### config.mk
export PLATFORM = sky130hd
export DESIGN_NAME = spi_nor_flash_command_planner
export DESIGN_NICKNAME = d
export VERILOG_FILES = /design/src/sv/snfcp_pkg.sv /design/src/sv/spi_nor_flash_command_planner.sv /design/src/sv/snfcp_front.sv /design/src/sv/snfcp_queue.sv /design/src/sv/snfcp_back.sv
export SDC_FILE = /design/constraint.sdc
export NUM_CORES = 1
export LEC_CHECK = 0
export ABC_AREA = 1
export BUFFER_PORTS_ARGS = -buffer_cell sky130_fd_sc_hd__buf_4
export CORE_ASPECT_RATIO = 1.2
export CORE_MARGIN = 10
export CORE_UTILIZATION = 63
export CTS_BUF_LIST = sky130_fd_sc_hd__clkbuf_8
export DETAILED_ROUTE_END_ITERATION = 10
export PLACE_DENSITY = 0.91
export SLEW_MARGIN = 20
export SYNTH_ARGS = -nofsm -noshare
export SYNTH_HDL_FRONTEND = slang
export SYNTH_SLANG_ARGS = --single-unit
### constraint.sdc
create_clock -name clk -period 7.5 [get_ports clk]
set_input_delay 0 -clock clk [delete_from_list [all_inputs] [get_ports clk]]
set_output_delay 0 -clock clk [all_outputs]
set_load 0.03 [all_outputs]
### src/sv/snfcp_pkg.sv
package snfcp_pkg;

  // Fixed geometry of the device family
  localparam int PAGE_BYTES        = 256;
  localparam int PAGE_BITS         = 8;
  localparam int SECTOR_BYTES      = 4096;
  localparam int SECTOR_BITS       = 12;
  localparam int BLOCK_BYTES       = 65536;
  localparam int BLOCK_BITS        = 16;

  // Defaults for the top-level parameters
  localparam int MAX_REQUEST_BYTES = 4096;
  localparam int READ_CHUNK_BYTES  = 4096;

  // Queue between front and back
  localparam int QUEUE_DEPTH       = 2;
  localparam int QUEUE_AW          = 1;

  localparam logic [7:0] MAKER_ID_EXPECTED = 8'hEF;
  localparam logic [7:0] CAP_MIN           = 8'h10;
  localparam logic [7:0] CAP_LIMIT         = 8'd32;
  localparam logic [4:0] THREE_BYTE_LOG2   = 5'd24;

  // Configuration register indexes
  localparam logic [1:0] REG_PROGRAM_TO = 2'd0;
  localparam logic [1:0] REG_SECTOR_TO  = 2'd1;
  localparam logic [1:0] REG_BLOCK_TO   = 2'd2;
  localparam logic [1:0] REG_CHIP_TO    = 2'd3;

  localparam logic [19:0] PROGRAM_TO_RESET = 20'd3;
  localparam logic [19:0] SECTOR_TO_RESET  = 20'd400;
  localparam logic [19:0] BLOCK_TO_RESET   = 20'd2000;
  localparam logic [19:0] CHIP_TO_RESET    = 20'd200000;

  typedef enum logic [2:0] {
    CMD_PROBE   = 3'd0,
    CMD_READ    = 3'd1,
    CMD_PROGRAM = 3'd2,
    CMD_SECTOR  = 3'd3,
    CMD_BLOCK   = 3'd4,
    CMD_CHIP    = 3'd5
  } cmd_t;

  typedef enum logic [2:0] {
    STEP_WREN   = 3'd0,
    STEP_ADDR   = 3'd1,
    STEP_BARE   = 3'd2,
    STEP_WAIT   = 3'd3,
    STEP_STATUS = 3'd4
  } step_kind_t;

  typedef enum logic [2:0] {
    ST_OK          = 3'd0,
    ST_INVALID     = 3'd1,
    ST_NOT_READY   = 3'd2,
    ST_OUT_OF_RANGE = 3'd3,
    ST_ID_MISMATCH = 3'd4,
    ST_UNSUPPORTED = 3'd5
  } status_t;

  // SPI opcodes
  localparam logic [7:0] OP_WREN  = 8'h06;
  localparam logic [7:0] OP_RDSR  = 8'h05;
  localparam logic [7:0] OP_READ3 = 8'h03;
  localparam logic [7:0] OP_READ4 = 8'h13;
  localparam logic [7:0] OP_PP3   = 8'h02;
  localparam logic [7:0] OP_PP4   = 8'h12;
  localparam logic [7:0] OP_SE3   = 8'h20;
  localparam logic [7:0] OP_SE4   = 8'h21;
  localparam logic [7:0] OP_BE3   = 8'hD8;
  localparam logic [7:0] OP_BE4   = 8'hDC;
  localparam logic [7:0] OP_CE    = 8'hC7;

  // Kind of work handed from front to back
  typedef enum logic [2:0] {
    JOB_STATUS = 3'd0,
    JOB_READ   = 3'd1,
    JOB_PROG   = 3'd2,
    JOB_ERASE  = 3'd3,
    JOB_CHIP   = 3'd4
  } job_kind_t;

  typedef struct packed {
    logic [2:0]  cmd;
    logic [31:0] flash_addr;
    logic [12:0] byte_count;
    logic [7:0]  maker_id;
    logic [7:0]  capacity_code;
  } req_t;

  typedef struct packed {
    logic [2:0]  step_kind;
    logic [7:0]  opcode;
    logic [31:0] bus_addr;
    logic [2:0]  addr_bytes;
    logic [12:0] data_bytes;
    logic [19:0] wait_limit_ms;
    logic [2:0]  status;
    logic        last;
  } desc_t;

  typedef struct packed {
    job_kind_t   kind;
    logic [2:0]  status;
    logic [7:0]  opcode;
    logic [31:0] addr;
    logic [12:0] count;
    logic        wide;
    logic [19:0] wait_ms;
  } job_t;

endpackage

### src/sv/spi_nor_flash_command_planner.sv
// Channel   Direction  Payload   Handshake
// req       in         req_t     req_valid / req_stall   (one request per word)
// desc      out        desc_t    desc_valid / desc_stall (one descriptor per word)
// cfg       in         20 bits   cfg_we, cfg_index selects a timeout register
//
// A request is classified in the cycle it is taken and queued (two entries).
// The sequencer dequeues a job from idle, then emits one descriptor a cycle while
// desc_stall is low: a status answer is one descriptor, a program three per page.
// The output register decouples the sequencer; desc_stall holds it.
// Synchronous reset clears probe state, queue, sequencer and restores timeouts.
module spi_nor_flash_command_planner
  import snfcp_pkg::*;
#(
  parameter int MAX_REQUEST_BYTES = snfcp_pkg::MAX_REQUEST_BYTES,
  parameter int READ_CHUNK_BYTES  = snfcp_pkg::READ_CHUNK_BYTES
) (
  input  logic        clk,
  input  logic        rst,
  input  logic        req_valid,
  output logic        req_stall,
  input  req_t        req_word,
  output logic        desc_valid,
  input  logic        desc_stall,
  output desc_t       desc_word,
  input  logic        cfg_we,
  input  logic [1:0]  cfg_index,
  input  logic [19:0] cfg_data
);

  // front to queue
  logic q_push;
  job_t q_job;
  logic q_full;
  // queue to back
  logic q_pop;
  job_t head_job;
  logic head_valid;

  // Classify requests, hold probe state and timeouts
  snfcp_front #(
    .MAX_REQUEST_BYTES(MAX_REQUEST_BYTES)
  ) u_front (
    .clk       (clk),
    .rst       (rst),
    .req_valid (req_valid),
    .req_stall (req_stall),
    .req_word  (req_word),
    .cfg_we    (cfg_we),
    .cfg_index (cfg_index),
    .cfg_data  (cfg_data),
    .q_push    (q_push),
    .q_job     (q_job),
    .q_full    (q_full)
  );

  // Buffer classified jobs so each side stalls on its own
  snfcp_queue u_queue (
    .clk        (clk),
    .rst        (rst),
    .push       (q_push),
    .push_job   (q_job),
    .full       (q_full),
    .pop        (q_pop),
    .head_job   (head_job),
    .head_valid (head_valid)
  );

  // Expand each job into SPI descriptors
  snfcp_back #(
    .READ_CHUNK_BYTES(READ_CHUNK_BYTES)
  ) u_back (
    .clk        (clk),
    .rst        (rst),
    .head_job   (head_job),
    .head_valid (head_valid),
    .q_pop      (q_pop),
    .desc_valid (desc_valid),
    .desc_stall (desc_stall),
    .desc_word  (desc_word)
  );

endmodule

### src/sv/snfcp_front.sv
module snfcp_front
  import snfcp_pkg::*;
#(
  parameter int MAX_REQUEST_BYTES = snfcp_pkg::MAX_REQUEST_BYTES
) (
  input  logic        clk,
  input  logic        rst,
  input  logic        req_valid,
  output logic        req_stall,
  input  req_t        req_word,
  input  logic        cfg_we,
  input  logic [1:0]  cfg_index,
  input  logic [19:0] cfg_data,
  output logic        q_push,
  output job_t        q_job,
  input  logic        q_full
);

  localparam logic [12:0] MAX_COUNT = 13'(MAX_REQUEST_BYTES);

  logic [19:0] program_to;
  logic [19:0] sector_to;
  logic [19:0] block_to;
  logic [19:0] chip_to;

  logic        probed_ok;
  logic [4:0]  size_log2;
  logic        wide_address;

  logic        accept;
  logic [32:0] dev_size;
  logic [32:0] xfer_end;
  logic [32:0] sector_end;
  logic [32:0] block_end;
  logic        xfer_fits;
  logic        sector_fits;
  logic        block_fits;
  logic        probe_good_cap;
  logic        probe_ok;

  assign req_stall = q_full;
  assign accept    = req_valid && !q_full;
  assign q_push    = accept;

  assign dev_size    = 33'd1 << size_log2;
  assign xfer_end    = {1'b0, req_word.flash_addr} + 33'(req_word.byte_count);
  assign sector_end  = {1'b0, req_word.flash_addr} + 33'(SECTOR_BYTES);
  assign block_end   = {1'b0, req_word.flash_addr} + 33'(BLOCK_BYTES);
  // a non-zero length that ends inside the device also starts inside it
  assign xfer_fits   = xfer_end <= dev_size;
  assign sector_fits = sector_end <= dev_size;
  assign block_fits  = block_end <= dev_size;

  assign probe_good_cap = (req_word.capacity_code >= CAP_MIN) &&
                          (req_word.capacity_code < CAP_LIMIT);
  assign probe_ok = (req_word.maker_id == MAKER_ID_EXPECTED) && probe_good_cap;

  always_comb begin
    q_job        = '0;
    q_job.kind   = JOB_STATUS;
    q_job.status = ST_OK;
    q_job.addr   = req_word.flash_addr;
    q_job.count  = req_word.byte_count;
    q_job.wide   = wide_address;
    priority if (req_word.cmd == CMD_PROBE) begin
      if (req_word.maker_id != MAKER_ID_EXPECTED) begin
        q_job.status = ST_ID_MISMATCH;
      end else if (!probe_good_cap) begin
        q_job.status = ST_UNSUPPORTED;
      end
    end else if (req_word.cmd > CMD_CHIP) begin
      q_job.status = ST_INVALID;
    end else if (!probed_ok) begin
      q_job.status = ST_NOT_READY;
    end else if (req_word.cmd == CMD_READ || req_word.cmd == CMD_PROGRAM) begin
      if (req_word.byte_count > MAX_COUNT) begin
        q_job.status = ST_INVALID;
      end else if (req_word.byte_count == '0) begin
        q_job.status = ST_OK;
      end else if (!xfer_fits) begin
        q_job.status = ST_OUT_OF_RANGE;
      end else if (req_word.cmd == CMD_READ) begin
        q_job.kind   = JOB_READ;
        q_job.opcode = wide_address ? OP_READ4 : OP_READ3;
      end else begin
        q_job.kind    = JOB_PROG;
        q_job.opcode  = wide_address ? OP_PP4 : OP_PP3;
        q_job.wait_ms = program_to;
      end
    end else if (req_word.cmd == CMD_SECTOR) begin
      if (req_word.flash_addr[SECTOR_BITS-1:0] != '0 || !sector_fits) begin
        q_job.status = ST_OUT_OF_RANGE;
      end else begin
        q_job.kind    = JOB_ERASE;
        q_job.opcode  = wide_address ? OP_SE4 : OP_SE3;
        q_job.wait_ms = sector_to;
      end
    end else if (req_word.cmd == CMD_BLOCK) begin
      if (req_word.flash_addr[BLOCK_BITS-1:0] != '0 || !block_fits) begin
        q_job.status = ST_OUT_OF_RANGE;
      end else begin
        q_job.kind    = JOB_ERASE;
        q_job.opcode  = wide_address ? OP_BE4 : OP_BE3;
        q_job.wait_ms = block_to;
      end
    end else begin
      q_job.kind    = JOB_CHIP;
      q_job.opcode  = OP_CE;
      q_job.wait_ms = chip_to;
    end
  end

  always_ff @(posedge clk) begin
    if (rst) begin
      program_to   <= PROGRAM_TO_RESET;
      sector_to    <= SECTOR_TO_RESET;
      block_to     <= BLOCK_TO_RESET;
      chip_to      <= CHIP_TO_RESET;
      probed_ok    <= 1'b0;
      size_log2    <= '0;
      wide_address <= 1'b0;
    end else begin
      if (cfg_we) begin
        unique case (cfg_index)
          REG_PROGRAM_TO: program_to <= cfg_data;
          REG_SECTOR_TO:  sector_to  <= cfg_data;
          REG_BLOCK_TO:   block_to   <= cfg_data;
          REG_CHIP_TO:    chip_to    <= cfg_data;
          default:        program_to <= program_to;
        endcase
      end
      if (accept && req_word.cmd == CMD_PROBE) begin
        probed_ok <= probe_ok;
        if (probe_ok) begin
          size_log2    <= req_word.capacity_code[4:0];
          wide_address <= req_word.capacity_code[4:0] > THREE_BYTE_LOG2;
        end
      end
    end
  end

endmodule

### src/sv/snfcp_queue.sv
module snfcp_queue
  import snfcp_pkg::*;
(
  input  logic clk,
  input  logic rst,
  input  logic push,
  input  job_t push_job,
  output logic full,
  input  logic pop,
  output job_t head_job,
  output logic head_valid
);

  job_t                mem [QUEUE_DEPTH];
  logic [QUEUE_AW:0]   wr_ptr;
  logic [QUEUE_AW:0]   rd_ptr;

  assign head_valid = wr_ptr != rd_ptr;
  assign full       = (wr_ptr[QUEUE_AW-1:0] == rd_ptr[QUEUE_AW-1:0]) &&
                      (wr_ptr[QUEUE_AW] != rd_ptr[QUEUE_AW]);
  assign head_job   = mem[rd_ptr[QUEUE_AW-1:0]];

  always_ff @(posedge clk) begin
    if (push) begin
      mem[wr_ptr[QUEUE_AW-1:0]] <= push_job;
    end
  end

  always_ff @(posedge clk) begin
    if (rst) begin
      wr_ptr <= '0;
      rd_ptr <= '0;
    end else begin
      if (push) wr_ptr <= wr_ptr + 1'b1;
      if (pop)  rd_ptr <= rd_ptr + 1'b1;
    end
  end

endmodule

### src/sv/snfcp_back.sv
module snfcp_back
  import snfcp_pkg::*;
#(
  parameter int READ_CHUNK_BYTES = snfcp_pkg::READ_CHUNK_BYTES
) (
  input  logic  clk,
  input  logic  rst,
  input  job_t  head_job,
  input  logic  head_valid,
  output logic  q_pop,
  output logic  desc_valid,
  input  logic  desc_stall,
  output desc_t desc_word
);

  localparam logic [12:0] CHUNK = 13'(READ_CHUNK_BYTES);

  typedef enum logic [3:0] {
    S_IDLE, S_STAT, S_READ, S_PWREN, S_PPROG, S_PWAIT, S_EWREN, S_ECMD, S_EWAIT
  } state_t;

  state_t      state;
  state_t      state_next;
  logic [2:0]  job_status;
  logic [7:0]  op;
  logic [31:0] addr;
  logic [31:0] addr_next;
  logic [12:0] rem;
  logic [12:0] rem_next;
  logic        wide;
  logic        bare;
  logic [19:0] wait_ms;
  desc_t       desc_next;

  logic        load;
  logic [12:0] room;
  logic [12:0] read_chunk;
  logic [12:0] prog_chunk;
  logic [12:0] chunk;
  logic [2:0]  ab;

  assign load  = !desc_valid || !desc_stall;
  assign q_pop = (state == S_IDLE) && head_valid;
  assign ab    = wide ? 3'd4 : 3'd3;

  assign room       = 13'(PAGE_BYTES) - 13'(addr[PAGE_BITS-1:0]);
  assign read_chunk = (rem > CHUNK) ? CHUNK : rem;
  assign prog_chunk = (rem > room) ? room : rem;
  assign chunk      = (state == S_READ) ? read_chunk : prog_chunk;

  always_comb begin
    desc_next  = '0;
    state_next = state;
    addr_next  = addr;
    rem_next   = rem;
    unique case (state)
      S_STAT: begin
        desc_next.step_kind = STEP_STATUS;
        desc_next.status    = job_status;
        desc_next.last      = 1'b1;
        state_next          = S_IDLE;
      end
      S_READ: begin
        desc_next.step_kind  = STEP_ADDR;
        desc_next.opcode     = op;
        desc_next.bus_addr   = addr;
        desc_next.addr_bytes = ab;
        desc_next.data_bytes = chunk;
        desc_next.last       = rem <= CHUNK;
        addr_next            = addr + 32'(chunk);
        rem_next             = rem - chunk;
        state_next           = (rem <= CHUNK) ? S_IDLE : S_READ;
      end
      S_PWREN, S_EWREN: begin
        desc_next.step_kind = STEP_WREN;
        desc_next.opcode    = OP_WREN;
        state_next          = (state == S_PWREN) ? S_PPROG : S_ECMD;
      end
      S_PPROG: begin
        desc_next.step_kind  = STEP_ADDR;
        desc_next.opcode     = op;
        desc_next.bus_addr   = addr;
        desc_next.addr_bytes = ab;
        desc_next.data_bytes = chunk;
        addr_next            = addr + 32'(chunk);
        rem_next             = rem - chunk;
        state_next           = S_PWAIT;
      end
      S_PWAIT: begin
        desc_next.step_kind     = STEP_WAIT;
        desc_next.opcode        = OP_RDSR;
        desc_next.wait_limit_ms = wait_ms;
        desc_next.last          = rem == '0;
        state_next              = (rem == '0) ? S_IDLE : S_PWREN;
      end
      S_ECMD: begin
        desc_next.opcode = op;
        if (bare) begin
          desc_next.step_kind = STEP_BARE;
        end else begin
          desc_next.step_kind  = STEP_ADDR;
          desc_next.bus_addr   = addr;
          desc_next.addr_bytes = ab;
        end
        state_next = S_EWAIT;
      end
      S_EWAIT: begin
        desc_next.step_kind     = STEP_WAIT;
        desc_next.opcode        = OP_RDSR;
        desc_next.wait_limit_ms = wait_ms;
        desc_next.last          = 1'b1;
        state_next              = S_IDLE;
      end
      S_IDLE: state_next = S_IDLE;
      default: state_next = S_IDLE;
    endcase
  end

  always_ff @(posedge clk) begin
    if (rst) begin
      state      <= S_IDLE;
      desc_valid <= 1'b0;
    end else if (state == S_IDLE) begin
      // drain the output register while the next job is fetched
      if (desc_valid && !desc_stall) desc_valid <= 1'b0;
      if (head_valid) begin
        job_status <= head_job.status;
        op         <= head_job.opcode;
        addr       <= head_job.addr;
        rem        <= head_job.count;
        wide       <= head_job.wide;
        wait_ms    <= head_job.wait_ms;
        bare       <= head_job.kind == JOB_CHIP;
        unique case (head_job.kind)
          JOB_STATUS: state <= S_STAT;
          JOB_READ:   state <= S_READ;
          JOB_PROG:   state <= S_PWREN;
          JOB_ERASE:  state <= S_EWREN;
          JOB_CHIP:   state <= S_EWREN;
          default:    state <= S_STAT;
        endcase
      end
    end else if (load) begin
      desc_word  <= desc_next;
      desc_valid <= 1'b1;
      state      <= state_next;
      addr       <= addr_next;
      rem        <= rem_next;
    end
  end

endmodule
# ---- Yosys cells after proc, flatten, opt, wreduce, memory -nomap -nowiden
# Memory sizes are Yosys's and may differ from the RTL's. A register that Yosys moved wholly into a read port is not among the register bits.
# Index checks and enable logic that the tools add are counted.
dict set report classes {
  n_lt_le_gt_ge 11
  eq_ne 26
  shift 1
  n_reduce_logical 41
  n_mux 82
  addsub 8
  bitwise_logic 2
}
# op n
set ops {}
lappend ops {{2-to-1 mux 20 bit} 12}
lappend ops {{2-to-1 mux 32 bit} 4}
lappend ops {{less-or-equal comparator 33 bit} 3}
lappend ops {{2-to-1 mux 13 bit} 7}
lappend ops {{2-to-1 mux 8 bit} 10}
lappend ops {{one-hot mux 35 bit (2 select lines)} 1}
lappend ops {{2-to-1 mux 3 bit} 15}
lappend ops {{2-to-1 mux 35 bit} 1}
lappend ops {{adder 32 x 13 -> 33 bit} 1}
lappend ops {{adder 32 x 13 -> 33 bit (second input constant)} 1}
lappend ops {{adder 32 x 17 -> 33 bit (second input constant)} 1}
lappend ops {{left shift 1 x 5 -> 33 bit (first input constant)} 1}
lappend ops {{adder 32 x 13 -> 32 bit} 1}
lappend ops {{2-to-1 mux 14 bit} 2}
lappend ops {{greater-than comparator 13 bit (second input constant)} 2}
lappend ops {{zero test 13 bit} 2}
lappend ops {{2-to-1 mux 2 bit} 12}
lappend ops {{one-hot mux 8 bit (3 select lines)} 1}
lappend ops {{one-hot mux 4 bit (5 select lines)} 1}
lappend ops {{== test 4 x 3 -> 1 bit (second input constant)} 4}
lappend ops {{nonzero test 16 bit} 1}
lappend ops {{AND reduction 2 bit} 7}
lappend ops {{greater-than comparator 13 bit} 1}
lappend ops {{less-or-equal comparator 13 bit (second input constant)} 1}
lappend ops {{other kinds (41)} 79}
dict set report totals {
  ramBits 160
  ff_bits 257
  inputBits 91
  mem_count 1
  output_inout_bits 85
  elab_cells 198
}
# name words word_bits rd rd_clocked_by_memory_dff wr line_no
set mem_list {}
lappend mem_list {u_queue.mem 2 80 1 1 1 snfcp_queue.sv:14} ;# job_t mem [QUEUE_DEPTH];

# ---- Depth between registers and ports, before layout
dict set report logic_depth {
  ltp_word 11
  mapped_depth 30
  depth_no_buf 30
}

# ---- Modules after synthesis
# From an unflattened synthesis, not the netlist that was laid out.
dict set report hier_totals {
  cells_unflattened 2895
  area_unflattened_um2 24355.9
}
# mod instances seq_area_each_um2 area_per_inst_um2 cells_each
set modules_own_cells {}
lappend modules_own_cells {snfcp_back 1 4904.7 9283.9 1035}
lappend modules_own_cells {snfcp_front 1 1741.7 8869.8 1403}
lappend modules_own_cells {snfcp_queue 1 4904.7 6202.2 457}

# ---- Least setup slack after synthesis
# No wires, ideal clock.
dict set report synth_timing {
  path_kind {flip-flop to flip-flop}
  startpoint {register u_back.state[1]}
  endpoint {register, netlist name u_back.desc_word[0]}
  path_buffers 1
  setup_slack_ns 0.581
  setup_time_ns 0.620
  stages_incl_launch_ff 6
  t_arrival_ns 6.300
  synth_period_minus_slack_ns 6.919
  t_required_ns 6.880
  cell_sequence {dfxtp_1 > nor2_1 > inv_1 > nor2_2 > clkbuf_1 > nor3_1}
}
dict set report synth_between {
  elab_chain_cells 3
}
# item line_no
set synth_lines {}
lappend synth_lines {{from (decl)} snfcp_back.sv:22} ;# state_t state;
lappend synth_lines {{from (signal assigned)} snfcp_back.sv:146} ;# state <= state_next;
lappend synth_lines {{zero test 4 bit} snfcp_back.sv:123} ;# end else if (state == S_IDLE) begin
lappend synth_lines {{NOT 1 bit (no source line)} -}
lappend synth_lines {{AND reduction 3 bit (no source line)} -}
# No other way between the ends.
# A chain may end at the register's enable or synchronous reset.

# ---- Worst setup path after layout
dict set report layout_timing {
  startpoint {register u_back.addr[0]}
  endpoint {register u_back.addr[22] (data pin)}
}
dict set report layout_between {
  elab_chain_cells 8
}
# item line_no
set layout_lines {}
lappend layout_lines {{from (decl)} snfcp_back.sv:26} ;# logic [31:0] addr;
lappend layout_lines {{from (signal assigned)} snfcp_back.sv:129} ;# addr <= head_job.addr;
lappend layout_lines {{from (signal assigned)} snfcp_back.sv:147} ;# addr <= addr_next;
lappend layout_lines {{subtractor 9 x 8 -> 10 bit *} snfcp_back.sv:46} ;# assign room = 13'(PAGE_BYTES) - 13'(addr[PAGE_BITS-1:0]);
lappend layout_lines {{greater-than comparator 13 bit} snfcp_back.sv:48} ;# assign prog_chunk = (rem > room) ? room : rem;
lappend layout_lines {{2-to-1 mux 13 bit *} snfcp_back.sv:48}
lappend layout_lines {{2-to-1 mux 13 bit *} snfcp_back.sv:49} ;# assign chunk = (state == S_READ) ? read_chunk : prog_chunk;
lappend layout_lines {{named net u_back.chunk[3]} snfcp_back.sv:39} ;# logic [12:0] chunk;
lappend layout_lines {{adder 32 x 13 -> 32 bit *} {snfcp_back.sv:70, snfcp_back.sv:85}}
lappend layout_lines {{2-to-1 mux 32 bit *} -}
lappend layout_lines {{2-to-1 mux 32 bit *} snfcp_back.sv:143} ;# end else if (load) begin
lappend layout_lines {{2-to-1 mux 32 bit *} snfcp_back.sv:123}
# Mark *: on every way through the listed nets, which the timed path passes. The rest lies on a longest branch. The select of a mux whose other input is x is not followed.

==> flow_metrics.py <==
metrics = {
    "placement": {
        "place_ws_ps": 2360,
        "post-place-cells": 3116,
        "place_congestion": 1.00,
        "port_buffers": 175,
        "dp_hpwl_um": 45200,
    },
    "route": {
        "drtAntennaViolNets": 0,
        "drt_iter0_markers": 2492,
        "dr.pass1.iters": 8,
        "num_vias": 19508,
        "wirelength_um": 64400,
        "wl_per_cell_um": 19.4,
        "drc": 0,
        "avgViaCountPerCell": 5.87,
    },
    "worst_setup_path": {
        "crit_chain": "inv_1, ha_1, nand3_1, nor2_1, nand4_1, ha_1, a2111oi_0, o21ai_2, nand2_1, nand2_1, nand3_1, nand2_1, ha_1, a21oi_1, o21ai_1, a21oi_1, nand2_1, a21oi_1, nor2_1, nand3_1, nor2_1, xor2_1, o21a_1",
        "worst_setup_path_start_kind": "flip-flop",
        "cp_num_buf_inv": 1,
        "critical_path.max_stage_delay_ps": 610,
        "slowest_stage": "a2111oi_0",
        "endpoint_kind": "flip-flop",
        "crit_type": "flip-flop to flip-flop",
        "crit_top_cell": "nand2_1",
        "crit_family": "compound AO/OA/AOI/OAI gates",
        "cp_data_arrival_time_ps": 5620,
        "critPathMaxFanout": 10,
        "critPathRequiredTime_ps": 7900,
    },
    "yosys": {
        "synthMuxAreaShare_pct": 0.227,
        "synth_fa_ha_area_share_pct": 7.75,
        "synth_area_per_cell_um2": 8.88,
        "synth_edf_count": 316,
        "netlist_area_mm2": 0.0226,
        "synth-compound-area-share_pct": 8.47,
        "ys_seq_area_share_pct": 50.6,
        "synth_ff_type": "edfxtp_1",
        "netlist_instances": 2542,
        "synthArstFlopShare_pct": 0,
        "yosys_register_bits": 413,
        "syn_nets": 2771,
        "synth_xor_area_share_pct": 3.41,
        "synth_cell_types": 65,
        "synthSimpleGateAreaFrac_pct": 23.1,
        "synth_top_family_by_area": "simple AND/OR/NAND/NOR gates",
        "yosysWarningCount": 0,
    },
    "hold_path": {
        "hold_path_class": "input pin to flip-flop",
    },
    "clocking": {
        "cts_num_sinks": 413,
        "ctsResizeCount": 0,
        "numCtsBuffers": 57,
        "post_cts.repair.setup_buffers": 0,
        "hold_buffers": 97,
        "cts_tree": "built",
        "path_clk_slew_ps": 70,
        "htreeDepth": 2,
        "clk_latency_ps": 660,
        "cts.path.max_buffers": 3,
        "cts-root-buf": "clkbuf_8",
    },
    "status": {
        "status": "finished clean",
    },
    "floorplanning": {
        "core-area_mm2": 0.0352,
        "initial_core_util_pct": 64.1,
        "die_w_um": 193,
        "rows": 75,
        "die_h_um": 227,
        "die-area_mm2": 0.0438,
        "ios": 176,
    },
    "grt": {
        "grt_usage_pct": 28.9,
        "grt_use_met2_pct": 47.7,
        "antenna_found_initial": 4,
        "grtUsageMet3_pct": 4.84,
        "grt_max_degree": 91,
        "met1_usage_pct": 36.8,
        "grt_overflow": 0,
        "grt_pass1_vias": 19209,
        "grt_first_pass_wirelength_um": 101000,
        "busiest_layer": "met2",
    },
    "timing": {
        "timing.final.crit_share_pct": 69.7,
        "setup_tns_ps": 0,
        "hold_violations": 0,
        "worst_pin_slew_ps": 1070,
        "slew_headroom_pct": 28.5,
        "setup_ws_ps": 2270,
        "fin_skew_ps": 44.6,
        "finalSetupViolCount": 0,
        "fin_crit_ps": 5230,
        "fmax_mhz": 191,
        "whs_ps": 136,
        "rsz0062_at_grt": "false",
        "drv_slew": 0,
    },
    "job": {
        "cap_violations": 0,
    },
    "final_layout": {
        "final_cells": 3321,
        "drive_gt1_share_pct": 13.8,
        "nFillCells": 2312,
        "post-route-util_pct": 75.1,
        "fin_nets": 3039,
        "syn_to_final_growth_pct": 17.1,
    },
    "power_and_ir_drop": {
        "peakVddDrop_uv": 203,
        "p_per_area_mw_per_mm2": 331,
        "p_leak_uw": 0.0115,
    },
}
## stage by stage
step,instance area (µm²),power [µW]
after floorplan,22600,5810
after global placement,24300,6730
after detailed placement,24300,6860
after CTS,26400,8690
after global routing,26400,9270
final,26400,8750
## worst reg2reg max path, cell delays in order (launching register included)
cell and delay (ps):
edfxtp_1 450, inv_1 140, ha_1 190, nand3_1 120, nor2_1 180, nand4_1 160
ha_1 330, a2111oi_0 610, o21ai_2 260, nand2_1 340, nand2_1 90, nand3_1 80
nand2_1 100, ha_1 340, a21oi_1 240, o21ai_1 100, a21oi_1 130, nand2_1 120
a21oi_1 280, nor2_1 130, nand3_1 150, nor2_1 100, xor2_1 160, o21a_1 180
## logic make-up (layout without fill, tap and decap cells)
kind of cell,after synthesis,count (layout)
simple gates,1185,1185
flops,413,413
buf+inv,365,678
compound gates,348,348
fa+ha+maj,138,138
xor+xnor,88,88
mux,5,5
other cells,0,4
## registers in the layout, summed over array words and instances (netlist names), 3 cells and up, named ones only
register and count:
u_front.sector_to 20, u_back.wait_ms 20, u_queue.mem 158, u_back.addr 32, u_back.state 4, u_back.job_status 3
u_front.size_log2 5, u_back.op 7, u_back.desc_word 81, u_back.rem 13, u_front.block_to 20, u_front.program_to 20
u_front.chip_to 20
## power by group
part	switching (µW)	internal [µW]	total, µW
Combinational	2380	1180	3560
Clock	852	929	1780
Sequential	266	3140	3410
Total	3500	5250	8750
## final timing paths
path                                    startpoint                  to  slack, ps  cells after the start
worst min-delay path                  req_word[19]  u_queue.mem[1][24]        140                      2
worst min register to register  u_front.chip_to[7]  u_front.chip_to[7]        460                      2
worst max-delay path                u_back.addr[0]     u_back.addr[22]       2270                     23
worst max register to register      u_back.addr[0]     u_back.addr[22]       2270                     23
## area by class of cell
type | instances | area, µm² | area share [%]
antenna | 4 | 10.0 | 0.0379
multi-input combinational | 1764 | 9750 | 36.9
tap | 462 | 578 | 2.19
timing repair buffer | 289 | 2410 | 9.13
inverter | 285 | 1080 | 4.08
sequential | 413 | 11400 | 43.3
clock inverter | 47 | 385 | 1.46
clock buffer | 57 | 785 | 2.97
## routing by layer
metal  vias up  part of all wire, %
met2      1225                   48
li1       9054                    -
met3       224                   11
met5         -                    0
met1      9005                   37
met4         0                  4.3
## cell usage in the layout, fill, tap and decap left out, types with 97 or more instances in the layout
master | Yosys | layout
inv_1 | 267 | 278
o21ai_0 | 145 | 145
nor2_1 | 330 | 328
buf_4 | 8 | 192
nand2_1 | 556 | 555
edfxtp_1 | 316 | 316
ha_1 | 135 | 135
dlygate4sd3_1 | 0 | 97
nand3_1 | 106 | 106
a21oi_1 | 130 | 130
## Yosys cell counts (3+ instances only)
cell,n,share of area (%)
a211oi_1,4,0.13
a21boi_0,3,0.10
a21o_1,14,0.47
a21oi_1,130,2.9
a221oi_1,3,0.12
a31oi_1,17,0.47
buf_1,6,0.10
buf_2,3,0.066
buf_4,8,0.27
clkbuf_1,61,1.0
clkinv_1,4,0.066
dfxtp_1,97,8.6
edfxtp_1,316,42
fa_1,3,0.27
ha_1,135,7.5
inv_1,267,4.4
inv_2,11,0.18
mux2i_1,4,0.18
nand2_1,556,9.2
nand2_2,27,0.75
nand2_4,7,0.35
nand3_1,106,2.4
nand3_2,12,0.53
nand3_4,3,0.23
nand3b_1,3,0.10
nand4_1,45,1.2
nor2_1,330,5.5
nor2_2,19,0.53
nor2_4,4,0.20
nor3_1,31,0.69
nor4_1,16,0.44
o211ai_1,4,0.13
o21a_1,4,0.13
o21ai_0,145,3.2
o21ai_1,3,0.066
o22ai_1,3,0.083
o31ai_1,4,0.13
o32ai_1,3,0.12
or2_2,14,0.39
xnor2_1,14,0.54
xor2_1,74,2.9
Note: power is estimated with default switching activity, not from simulation.
